`src/design/tdcps_pkg.sv`:
```
// shared types and constants for the tdc event position sums block
// no dependencies; used by tdcps_alu and tdc_event_position_sums
`default_nettype none

package tdcps_pkg;

  // width of the shared add/subtract unit, holds any sum or difference of times
  localparam int ALU_W = 24;

  // widths fixed by the interface
  localparam int CHAN_W      = 6;
  localparam int PORT_TIME_W = 21;
  localparam int HIT_W       = 12;
  localparam int SUM_W       = 23;
  localparam int DIFF_W      = 22;
  localparam int PAT_W       = 9;
  localparam int MULT_W      = 4;

  localparam logic [HIT_W-1:0]  HIT_MAX    = 12'hFFF;
  localparam logic [CHAN_W-1:0] TRIG_RESET = 6'd7;

  // fixed channel map
  localparam int ANODE1_BASE  = 0;
  localparam int ANODE2_BASE  = 3;
  localparam int ANODE_LAST   = 5;
  localparam int CATHODE_BASE = 6;

  // record kinds
  typedef logic [2:0] rec_t;
  localparam rec_t REC_SUMMARY = 3'd0;
  localparam rec_t REC_X1      = 3'd1;

  typedef enum logic {
    ALU_ADD,
    ALU_SUB
  } alu_op_t;

  typedef struct packed {
    alu_op_t                 op;
    logic signed [ALU_W-1:0] a;
    logic signed [ALU_W-1:0] b;
  } alu_req_t;

endpackage

`default_nettype wire

```
`src/design/tdc_event_position_sums.sv`:
```
// steps: a leading hit in channel range is accepted, then updates the store; other hits are only accepted
// after the last hit: summary record after the store update (or directly if it skips the store),
//   then an anode scan and a read, sum, subtract, difference and emit pass per cathode pair, each
//   record waiting for a free output; steps share the single time-store read port and add/subtract unit
// reset: synchronous rst_n clears presence bits, hit count, trigger latch, output valid,
//   trigger channel back to 7, time store not cleared; depends on tdcps_pkg, tdcps_alu
`default_nettype none

module tdc_event_position_sums #(
  parameter int CHANNELS  = 64,
  parameter int TIME_BITS = 21
) (
  input  wire logic        clk,
  input  wire logic        rst_n,
  // configuration: trigger channel
  input  wire logic        cfg_we,
  input  wire logic [5:0]  cfg_wdata,
  // hit stream
  input  wire logic        in_tvalid,
  output logic             in_tready,
  input  wire logic [31:0] in_tdata,   // hit_channel[5:0], hit_time[26:6], zero pad
  input  wire logic        in_tuser,   // trailing_edge
  input  wire logic        in_tlast,   // event_end
  // record stream
  output logic             out_tvalid,
  input  wire logic        out_tready,
  output logic [95:0]      out_tdata,  // pathway_pattern[8:0], multiplicity[12:9],
                                       // hit_total[24:13], trigger_time[45:25],
                                       // pair_valid[46], time_sum[69:47],
                                       // time_diff[91:70], zero pad
  output logic [2:0]       out_tuser,  // record
  output logic             out_tlast   // last_result
);

  // internal time width: the port carries 21 bits, only the low TIME_BITS are used
  localparam int TW = (TIME_BITS < tdcps_pkg::PORT_TIME_W) ? TIME_BITS
                                                           : tdcps_pkg::PORT_TIME_W;
  localparam int CW = $clog2(CHANNELS);
  localparam int ALU_W = tdcps_pkg::ALU_W;

  typedef enum logic [3:0] {
    S_IDLE,     // ready for a hit
    S_UPD,      // compare against stored earliest time and write back
    S_SUMMARY,  // present the summary record
    S_ARD,      // address one anode channel
    S_ACMP,     // fold anode time into its group minimum
    S_CRD0,     // address first cathode of the pair
    S_CRD1,     // latch first cathode, address second
    S_CSUM,     // sum of both cathode times
    S_CSUB,     // minus twice the anode time
    S_CDIFF,    // cathode difference
    S_CEMIT     // present the pair record
  } state_t;

  // control registers
  state_t                     state_r, state_nxt;
  logic [2:0]                 idx_r, idx_nxt;
  logic [1:0]                 pair_r, pair_nxt;
  logic [5:0]                 trig_ch_r, trig_ch_nxt;
  logic [tdcps_pkg::HIT_W-1:0] hit_cnt_r, hit_cnt_nxt;
  logic                       trig_seen_r, trig_seen_nxt;
  logic [CHANNELS-1:0]        seen_r, seen_nxt;
  logic                       have1_r, have1_nxt;
  logic                       have2_r, have2_nxt;
  logic                       out_tvalid_r, out_tvalid_nxt;

  // payload registers
  logic [TW-1:0]              trig_val_r, trig_val_nxt;
  logic [CW-1:0]              hit_ch_r, hit_ch_nxt;
  logic [TW-1:0]              hit_t_r, hit_t_nxt;
  logic                       last_r, last_nxt;
  logic [TW-1:0]              best1_r, best1_nxt;
  logic [TW-1:0]              best2_r, best2_nxt;
  logic [TW-1:0]              c0_r, c0_nxt;
  logic [TW-1:0]              c1_r, c1_nxt;
  logic signed [ALU_W-1:0]    acc_r, acc_nxt;
  logic signed [ALU_W-1:0]    diff_r, diff_nxt;
  logic [95:0]                out_tdata_r, out_tdata_nxt;
  tdcps_pkg::rec_t            out_tuser_r, out_tuser_nxt;
  logic                       out_tlast_r, out_tlast_nxt;

  // earliest-time store, one write and one registered read per cycle
  logic [TW-1:0]              mem [CHANNELS];
  logic [TW-1:0]              rd_data_r;
  logic [CW-1:0]              raddr;
  logic                       mem_we;

  // shared arithmetic
  tdcps_pkg::alu_req_t        alu_req;
  logic signed [ALU_W-1:0]    alu_res;

  // input fields
  logic [5:0]                 in_chan;
  logic [TW-1:0]              in_time;
  logic                       in_acc;
  logic                       in_range;

  // event summary derived from presence bits
  logic [tdcps_pkg::PAT_W-1:0]  pattern;
  logic [tdcps_pkg::MULT_W-1:0] mult;
  logic [CW-1:0]                cath0;
  logic [CW-1:0]                cath1;
  logic                         out_free;
  logic                         acmp_g2;
  logic                         acmp_take;
  logic [TW-1:0]                anode;
  logic [tdcps_pkg::PORT_TIME_W-1:0] trig_out;

  tdcps_alu u_alu (
    .req (alu_req),
    .res (alu_res)
  );

  assign in_chan  = in_tdata[5:0];
  assign in_time  = in_tdata[6 +: TW];
  assign in_tready = (state_r == S_IDLE);
  assign in_acc   = in_tvalid && in_tready;
  assign in_range = ({1'b0, in_chan} < 7'(CHANNELS));

  assign out_free = !out_tvalid_r || out_tready;

  // anode a of group 1 with anode b of group 2
  always_comb begin
    for (int a = 0; a < 3; a++) begin
      for (int b = 0; b < 3; b++) begin
        pattern[3*a+b] = seen_r[tdcps_pkg::ANODE1_BASE + a] &&
                         seen_r[tdcps_pkg::ANODE2_BASE + b];
      end
    end
  end
  assign mult = tdcps_pkg::MULT_W'($countones(pattern));

  assign cath0 = CW'(tdcps_pkg::CATHODE_BASE) + CW'({pair_r, 1'b0});
  assign cath1 = cath0 + CW'(1);
  assign anode = pair_r[1] ? best2_r : best1_r;
  assign trig_out = trig_seen_r ? tdcps_pkg::PORT_TIME_W'(trig_val_r)
                                : '0;

  assign acmp_g2   = (idx_r >= 3'(tdcps_pkg::ANODE2_BASE));
  assign acmp_take = seen_r[CW'(idx_r)] &&
                     (!(acmp_g2 ? have2_r : have1_r) || alu_res[ALU_W-1]);

  // operand select for the shared unit, from registered state only
  always_comb begin
    alu_req.op = tdcps_pkg::ALU_SUB;
    alu_req.a  = ALU_W'(hit_t_r);
    alu_req.b  = ALU_W'(rd_data_r);
    case (state_r)
      S_ACMP: begin
        alu_req.a = ALU_W'(rd_data_r);
        alu_req.b = ALU_W'(acmp_g2 ? best2_r : best1_r);
      end
      S_CSUM: begin
        alu_req.op = tdcps_pkg::ALU_ADD;
        alu_req.a  = ALU_W'(c0_r);
        alu_req.b  = ALU_W'(rd_data_r);
      end
      S_CSUB: begin
        alu_req.a = acc_r;
        alu_req.b = ALU_W'({anode, 1'b0});
      end
      S_CDIFF: begin
        // x pairs: second minus first; y pairs: first minus second
        alu_req.a = pair_r[0] ? ALU_W'(c0_r) : ALU_W'(c1_r);
        alu_req.b = pair_r[0] ? ALU_W'(c1_r) : ALU_W'(c0_r);
      end
      default: begin
      end
    endcase
  end

  // sequencer
  always_comb begin
    state_nxt      = state_r;
    idx_nxt        = idx_r;
    pair_nxt       = pair_r;
    trig_ch_nxt    = trig_ch_r;
    hit_cnt_nxt    = hit_cnt_r;
    trig_seen_nxt  = trig_seen_r;
    seen_nxt       = seen_r;
    have1_nxt      = have1_r;
    have2_nxt      = have2_r;
    out_tvalid_nxt = out_tvalid_r;
    trig_val_nxt   = trig_val_r;
    hit_ch_nxt     = hit_ch_r;
    hit_t_nxt      = hit_t_r;
    last_nxt       = last_r;
    best1_nxt      = best1_r;
    best2_nxt      = best2_r;
    c0_nxt         = c0_r;
    c1_nxt         = c1_r;
    acc_nxt        = acc_r;
    diff_nxt       = diff_r;
    out_tdata_nxt  = out_tdata_r;
    out_tuser_nxt  = out_tuser_r;
    out_tlast_nxt  = out_tlast_r;
    raddr          = in_chan[CW-1:0];
    mem_we         = 1'b0;

    if (cfg_we) begin
      trig_ch_nxt = cfg_wdata;
    end
    if (out_tvalid_r && out_tready) begin
      out_tvalid_nxt = 1'b0;
    end

    case (state_r)
      S_IDLE: begin
        if (in_acc) begin
          hit_ch_nxt = in_chan[CW-1:0];
          hit_t_nxt  = in_time;
          last_nxt   = in_tlast;
          if (!in_tuser) begin
            if (hit_cnt_r != tdcps_pkg::HIT_MAX) begin
              hit_cnt_nxt = hit_cnt_r + tdcps_pkg::HIT_W'(1);
            end
            if (in_chan == trig_ch_r && !trig_seen_r) begin
              trig_seen_nxt = 1'b1;
              trig_val_nxt  = in_time;
            end
          end
          if (!in_tuser && in_range) begin
            state_nxt = S_UPD;
          end else if (in_tlast) begin
            state_nxt = S_SUMMARY;
          end
        end
      end
      S_UPD: begin
        // keep the smaller time; a first hit always writes
        mem_we = !seen_r[hit_ch_r] || alu_res[ALU_W-1];
        seen_nxt[hit_ch_r] = 1'b1;
        state_nxt = last_r ? S_SUMMARY : S_IDLE;
      end
      S_SUMMARY: begin
        if (out_free) begin
          out_tvalid_nxt = 1'b1;
          out_tuser_nxt  = tdcps_pkg::REC_SUMMARY;
          out_tlast_nxt  = 1'b0;
          out_tdata_nxt  = {4'b0, 22'b0, 23'b0, 1'b0, trig_out, hit_cnt_r, mult, pattern};
          idx_nxt        = 3'(tdcps_pkg::ANODE1_BASE);
          have1_nxt      = 1'b0;
          have2_nxt      = 1'b0;
          state_nxt      = S_ARD;
        end
      end
      S_ARD: begin
        raddr     = CW'(idx_r);
        state_nxt = S_ACMP;
      end
      S_ACMP: begin
        if (acmp_take) begin
          if (acmp_g2) begin
            best2_nxt = rd_data_r;
            have2_nxt = 1'b1;
          end else begin
            best1_nxt = rd_data_r;
            have1_nxt = 1'b1;
          end
        end
        if (idx_r == 3'(tdcps_pkg::ANODE_LAST)) begin
          pair_nxt  = 2'd0;
          state_nxt = S_CRD0;
        end else begin
          idx_nxt   = idx_r + 3'd1;
          state_nxt = S_ARD;
        end
      end
      S_CRD0: begin
        raddr     = cath0;
        state_nxt = S_CRD1;
      end
      S_CRD1: begin
        c0_nxt    = rd_data_r;
        raddr     = cath1;
        state_nxt = S_CSUM;
      end
      S_CSUM: begin
        c1_nxt    = rd_data_r;
        acc_nxt   = alu_res;
        state_nxt = S_CSUB;
      end
      S_CSUB: begin
        acc_nxt   = alu_res;
        state_nxt = S_CDIFF;
      end
      S_CDIFF: begin
        diff_nxt  = alu_res;
        state_nxt = S_CEMIT;
      end
      S_CEMIT: begin
        if (out_free) begin
          out_tvalid_nxt = 1'b1;
          out_tuser_nxt  = tdcps_pkg::REC_X1 + tdcps_pkg::rec_t'(pair_r);
          out_tlast_nxt  = (pair_r == 2'd3);
          if (mult != '0 && seen_r[cath0] && seen_r[cath1]) begin
            out_tdata_nxt = {4'b0, diff_r[tdcps_pkg::DIFF_W-1:0],
                             acc_r[tdcps_pkg::SUM_W-1:0], 1'b1, 21'b0, 12'b0, 4'b0, 9'b0};
          end else begin
            out_tdata_nxt = '0;
          end
          if (pair_r == 2'd3) begin
            // event done, clear event state
            seen_nxt      = '0;
            hit_cnt_nxt   = '0;
            trig_seen_nxt = 1'b0;
            trig_val_nxt  = '0;
            state_nxt     = S_IDLE;
          end else begin
            pair_nxt  = pair_r + 2'd1;
            state_nxt = S_CRD0;
          end
        end
      end
      default: begin
        state_nxt = S_IDLE;
      end
    endcase
  end

  // state and registered outputs
  always_ff @(posedge clk) begin
    if (!rst_n) begin
      state_r      <= S_IDLE;
      idx_r        <= '0;
      pair_r       <= '0;
      trig_ch_r    <= tdcps_pkg::TRIG_RESET;
      hit_cnt_r    <= '0;
      trig_seen_r  <= 1'b0;
      seen_r       <= '0;
      have1_r      <= 1'b0;
      have2_r      <= 1'b0;
      out_tvalid_r <= 1'b0;
    end else begin
      state_r      <= state_nxt;
      idx_r        <= idx_nxt;
      pair_r       <= pair_nxt;
      trig_ch_r    <= trig_ch_nxt;
      hit_cnt_r    <= hit_cnt_nxt;
      trig_seen_r  <= trig_seen_nxt;
      seen_r       <= seen_nxt;
      have1_r      <= have1_nxt;
      have2_r      <= have2_nxt;
      out_tvalid_r <= out_tvalid_nxt;
    end
  end

  // payload, no reset needed
  always_ff @(posedge clk) begin
    trig_val_r  <= trig_val_nxt;
    hit_ch_r    <= hit_ch_nxt;
    hit_t_r     <= hit_t_nxt;
    last_r      <= last_nxt;
    best1_r     <= best1_nxt;
    best2_r     <= best2_nxt;
    c0_r        <= c0_nxt;
    c1_r        <= c1_nxt;
    acc_r       <= acc_nxt;
    diff_r      <= diff_nxt;
    out_tdata_r <= out_tdata_nxt;
    out_tuser_r <= out_tuser_nxt;
    out_tlast_r <= out_tlast_nxt;
  end

  // time store
  always_ff @(posedge clk) begin
    if (mem_we) begin
      mem[hit_ch_r] <= hit_t_r;
    end
    rd_data_r <= mem[raddr];
  end

  assign out_tvalid = out_tvalid_r;
  assign out_tdata  = out_tdata_r;
  assign out_tuser  = out_tuser_r;
  assign out_tlast  = out_tlast_r;

endmodule

`default_nettype wire

```
`src/design/tdcps_alu.sv`:
```
// shared add/subtract unit for time compares, sums and differences
// depends on tdcps_pkg
`default_nettype none

module tdcps_alu (
  input  tdcps_pkg::alu_req_t                 req,
  output logic signed [tdcps_pkg::ALU_W-1:0]  res
);

  always_comb begin
    case (req.op)
      tdcps_pkg::ALU_ADD: res = req.a + req.b;
      tdcps_pkg::ALU_SUB: res = req.a - req.b;
      default:            res = req.a - req.b;
    endcase
  end

endmodule

`default_nettype wire
```
`config.mk`:
```
export PLATFORM = sky130hd
export DESIGN_NAME = tdc_event_position_sums
export DESIGN_NICKNAME = d
export VERILOG_FILES = /design/src/design/tdcps_pkg.sv /design/src/design/tdc_event_position_sums.sv /design/src/design/tdcps_alu.sv
export SDC_FILE = /design/constraint.sdc
export NUM_CORES = 2
export LEC_CHECK = 0
export CAP_MARGIN = 0
export CELL_PAD_IN_SITES_DETAIL_PLACEMENT = 0
export CELL_PAD_IN_SITES_GLOBAL_PLACEMENT = 1
export CORE_MARGIN = 5
export CORE_UTILIZATION = 45
export DETAILED_ROUTE_END_ITERATION = 6
export DONT_BUFFER_PORTS = 1
export PLACE_DENSITY_LB_ADDON = 0.1
export SYNTH_ARGS = -nofsm -noshare
export SYNTH_HDL_FRONTEND = slang
export SYNTH_SLANG_ARGS = --single-unit
```
`constraint.sdc`:
```
create_clock -name clk -period 7.8 [get_ports clk]
set_input_delay 0.78 -clock clk [delete_from_list [all_inputs] [get_ports clk]]
set_output_delay 0.78 -clock clk [all_outputs]
set_load 0.02 [all_outputs]
```
==> qor.json <==
{
  "outcome": {
    "run_status": "complete, no violations"
  },
  "clocking": {
    "cts_setup_buffers": 0,
    "cts.repair.resized": 0,
    "clock_path_buffers": 3,
    "clock_latency_ns": 0.81,
    "cts-buffers-inserted": 181,
    "cts.root.buffer_cell": "sky130_fd_sc_hd__clkbuf_16",
    "clkSinkCount": 1734,
    "clkTransAtPathRegs_ns": 0.06,
    "cts_tree": "yes",
    "cts_hold_repair.buffers": 18,
    "cts.htree.levels": 4
  },
  "die": {
    "floorplan.die_area_sq_um": 162800,
    "pin_count": 147,
    "floorplan.initialDensity": 0.4524,
    "die_w_microns": 403.5,
    "placementRows": 144,
    "fp.coreArea_sq_um": 154000,
    "fp.dieH_microns": 403.5
  },
  "global_route": {
    "antenna_found_initial": 9,
    "grt.overflow.total": 0,
    "largest_net_degree_at_the_start_of_global_routing": 102,
    "number_of_global_route_vias_before_repair": 35840,
    "global_route_wire_length_before_repair_mm": 259.8,
    "grt_use_total": 0.2197
  },
  "sta": {
    "finalHoldViolations": 0,
    "timing.fmax_mhz": 147.2,
    "final_period_util": 0.8711,
    "slew_violations": 0,
    "worst_pin_slew_ns": 1.270,
    "maxSlewHeadroom": 0.1458,
    "final.setup_skew_ns": 0.02928,
    "rsz0062_at_grt": "no",
    "hold_ws_ns": 0.07441,
    "setup_viol": 0,
    "timing.final.crit_period_ns": 6.794,
    "tns_ns": 0
  },
  "logic_synthesis": {
    "netlist.top_cell.by_area": "sky130_fd_sc_hd__edfxtp_1",
    "synth_adder_area_share": 0.007469,
    "synthMuxAreaShare": 0.1370,
    "ys_types": 77,
    "synth_simple_gate_area_share": 0.05483,
    "synth_compound_gate_area_share": 0.04777,
    "ys_dominant_reg_cell": "sky130_fd_sc_hd__edfxtp_1",
    "netlist_top_cells_area": "sky130_fd_sc_hd__edfxtp_1 (70%), sky130_fd_sc_hd__mux4_2 (7.9%), sky130_fd_sc_hd__mux2i_1 (3.9%), sky130_fd_sc_hd__dfxtp_1 (3.3%), sky130_fd_sc_hd__mux2_2 (1.8%)",
    "yosysWarnings": 0,
    "seq_area_frac_synth": 0.7305,
    "netlist_area_pre_place_sq_um": 69690,
    "syn_avg_cell_area_sq_um": 17.57,
    "yosysTopAreaCellShare": 0.6972,
    "synth_xor_area_frac": 0.006535,
    "asyncSetResetFlopFracSynth": 0,
    "postSynthRegisterBits": 1734,
    "synth_edf_count": 1618,
    "synth_top_family_by_area": "multiplexers",
    "post_synth_inst_count": 3967
  },
  "routing": {
    "wirelength_mm": 180.0,
    "total_vias_in_the_final_route": 36240,
    "via_density_per_instance": 5.735,
    "drt.antenna.violating_nets": 0,
    "detail_route.drc_violations": 0,
    "post_drt_wl_per_cell_microns": 28.48,
    "drt_pass1_iterations": 6,
    "drt_first_iter_violations": 3467
  },
  "power_and_ir_drop": {
    "static-leakage-power_uw": 0.02578,
    "power-per-cell-area_nw_per_um2": 266.0,
    "power_consumption_uw": 21100,
    "power.ir.vdd_worst_mv": 0.2206
  },
  "min_path": {
    "min-delay-start": "rst_n",
    "min-delay-path-class": "in -> reg"
  },
  "worst_setup_path": {
    "worst_path_max_delay_cell": "sky130_fd_sc_hd__a222oi_1",
    "worst_path_max_stage_delay_ns": 0.57,
    "critPathCaptureType": "flip-flop",
    "worstPathBufferInverterCount": 2,
    "critPathRequiredTime_ns": 8.27,
    "crit_fanout": 19,
    "family_with_the_most_delay_on_the_worst_path": "compound AO/OA/AOI/OAI gates",
    "setup.worst_path.start_class": "flip-flop",
    "worstSetupStartpoint": "idx_r[0]$_SDFFE_PN0P_",
    "critical_path.reg2reg.startpoint": "idx_r[0]$_SDFFE_PN0P_",
    "critPathMostFrequentCell": "sky130_fd_sc_hd__ha_1",
    "critPathKind": "reg -> reg",
    "timing.critical_path.cells": "ha_1, ha_1, a211o_1, nand2_1, nand2_1, a222oi_1, ha_1, o211a_1, nand4_1, nor3_1, a21oi_1, xnor2_1, ha_1, a21oi_1, nor2_1, nor3b_1, a311oi_1, a21o_1, xnor2_1, mux2_4, buf_4, a21oi_2, buf_4",
    "worstPathArrival_ns": 7.27
  },
  "job": {
    "timing.max_cap.violations": 0
  },
  "final_layout": {
    "area_growth_syn_to_layout_pct": 13.79,
    "mostFrequentLayoutCell": "sky130_fd_sc_hd__edfxtp_1",
    "mostFrequentLayoutCells": "sky130_fd_sc_hd__edfxtp_1 (1,618), sky130_fd_sc_hd__mux2i_1 (275), sky130_fd_sc_hd__mux4_2 (244)",
    "layout-drive-gt1-share": 0.2091,
    "fin_nets": 4204
  },
  "placed_design": {
    "io_buffer_count": 0,
    "dp_hpwl_mm": 109.0,
    "globalplace.congestion": 0.8644
  }
}
[stage by stage]
stage / util / std cells / setup WS, ns / area, sq um
after floorplan: - / 3970 / 1.582 / 69700
after global placement: 0.4756 / 5964 / 1.081 / 73260
after detailed placement: 0.4756 / 5964 / 1.065 / 73260
after CTS: 0.5148 / 6319 / 1.034 / 79300
after global routing: 0.5148 / 6319 / 0.5123 / 79300
final: 0.5148 / 6320 / 1.006 / 79300
[logic make-up after synthesis]
| kind of cell | Yosys count |
|---|---|
| other | 1 |
| AND/OR/NAND/NOR | 736 |
| AO/OA/AOI/OAI | 514 |
| flip-flops | 1734 |
| adder cells (fa/ha/maj) | 38 |
| multiplexers | 634 |
| buffers and inverters | 258 |
| XOR/XNOR | 52 |
[metal layers]
metal	up-vias	share of wire	track usage	wire length, microns
met5	-	0	0	0
met4	0	0.032	0.06952	5697
met3	241	0.053	0.03199	9497
met2	1032	0.46	0.3394	83040
met1	18790	0.45	0.3250	81780
li1	16180	-	-	-
[power by group]
| part | switching [uW] | leakage [uW] | internal (uW) | total, uW |
|---|---|---|---|---|
| logic | 1310 | 0.00740 | 625 | 1930 |
| registers | 157 | 0.0155 | 10500 | 10600 |
| clock network | 3540 | 0.00285 | 4990 | 8530 |
[cells in the mapped netlist (43+ instances only)]
cell type	count
sky130_fd_sc_hd__mux2i_1	275
sky130_fd_sc_hd__clkbuf_1	139
sky130_fd_sc_hd__a21oi_1	193
sky130_fd_sc_hd__mux4_2	244
sky130_fd_sc_hd__and3_1	45
sky130_fd_sc_hd__dfxtp_1	116
sky130_fd_sc_hd__a22oi_1	43
sky130_fd_sc_hd__nor2b_1	134
sky130_fd_sc_hd__nor2_1	158
sky130_fd_sc_hd__o22ai_1	66
sky130_fd_sc_hd__buf_2	52
sky130_fd_sc_hd__mux2_2	113
sky130_fd_sc_hd__edfxtp_1	1618
sky130_fd_sc_hd__nand2_1	153
sky130_fd_sc_hd__and2_1	64
[area by class of cell]
type,instances,area [sq um]
sequential,1734,50910
clock buffer,239,4831
inverter,24,90.09
timing repair buffer,202,1799
multi-input combinational,1978,18090
tap,2044,2557
clock inverter,98,1027
fill,12520,74750
antenna,1,2.502
[path summary, 6_finish.rpt]
path                               end  slack [ns]  depth (start not counted)
max reg2reg       mem[13][8]$_DFFE_PP_        1.01                         23
min reg2reg    seen_r[40]$_SDFFE_PN0P_        0.47                          2
max               mem[13][8]$_DFFE_PP_        1.01                         23
min          trig_ch_r[1]$_SDFFE_PN1P_        0.07                          1
[state kept, by name, indices dropped and copies added (netlist names), 22 cells and up]
register / count
mem: 1344
diff_r: 22
acc_r: 24
seen_r: 64
out_tdata: 92
No activity file was read; power rests on OpenSTA's default activity.
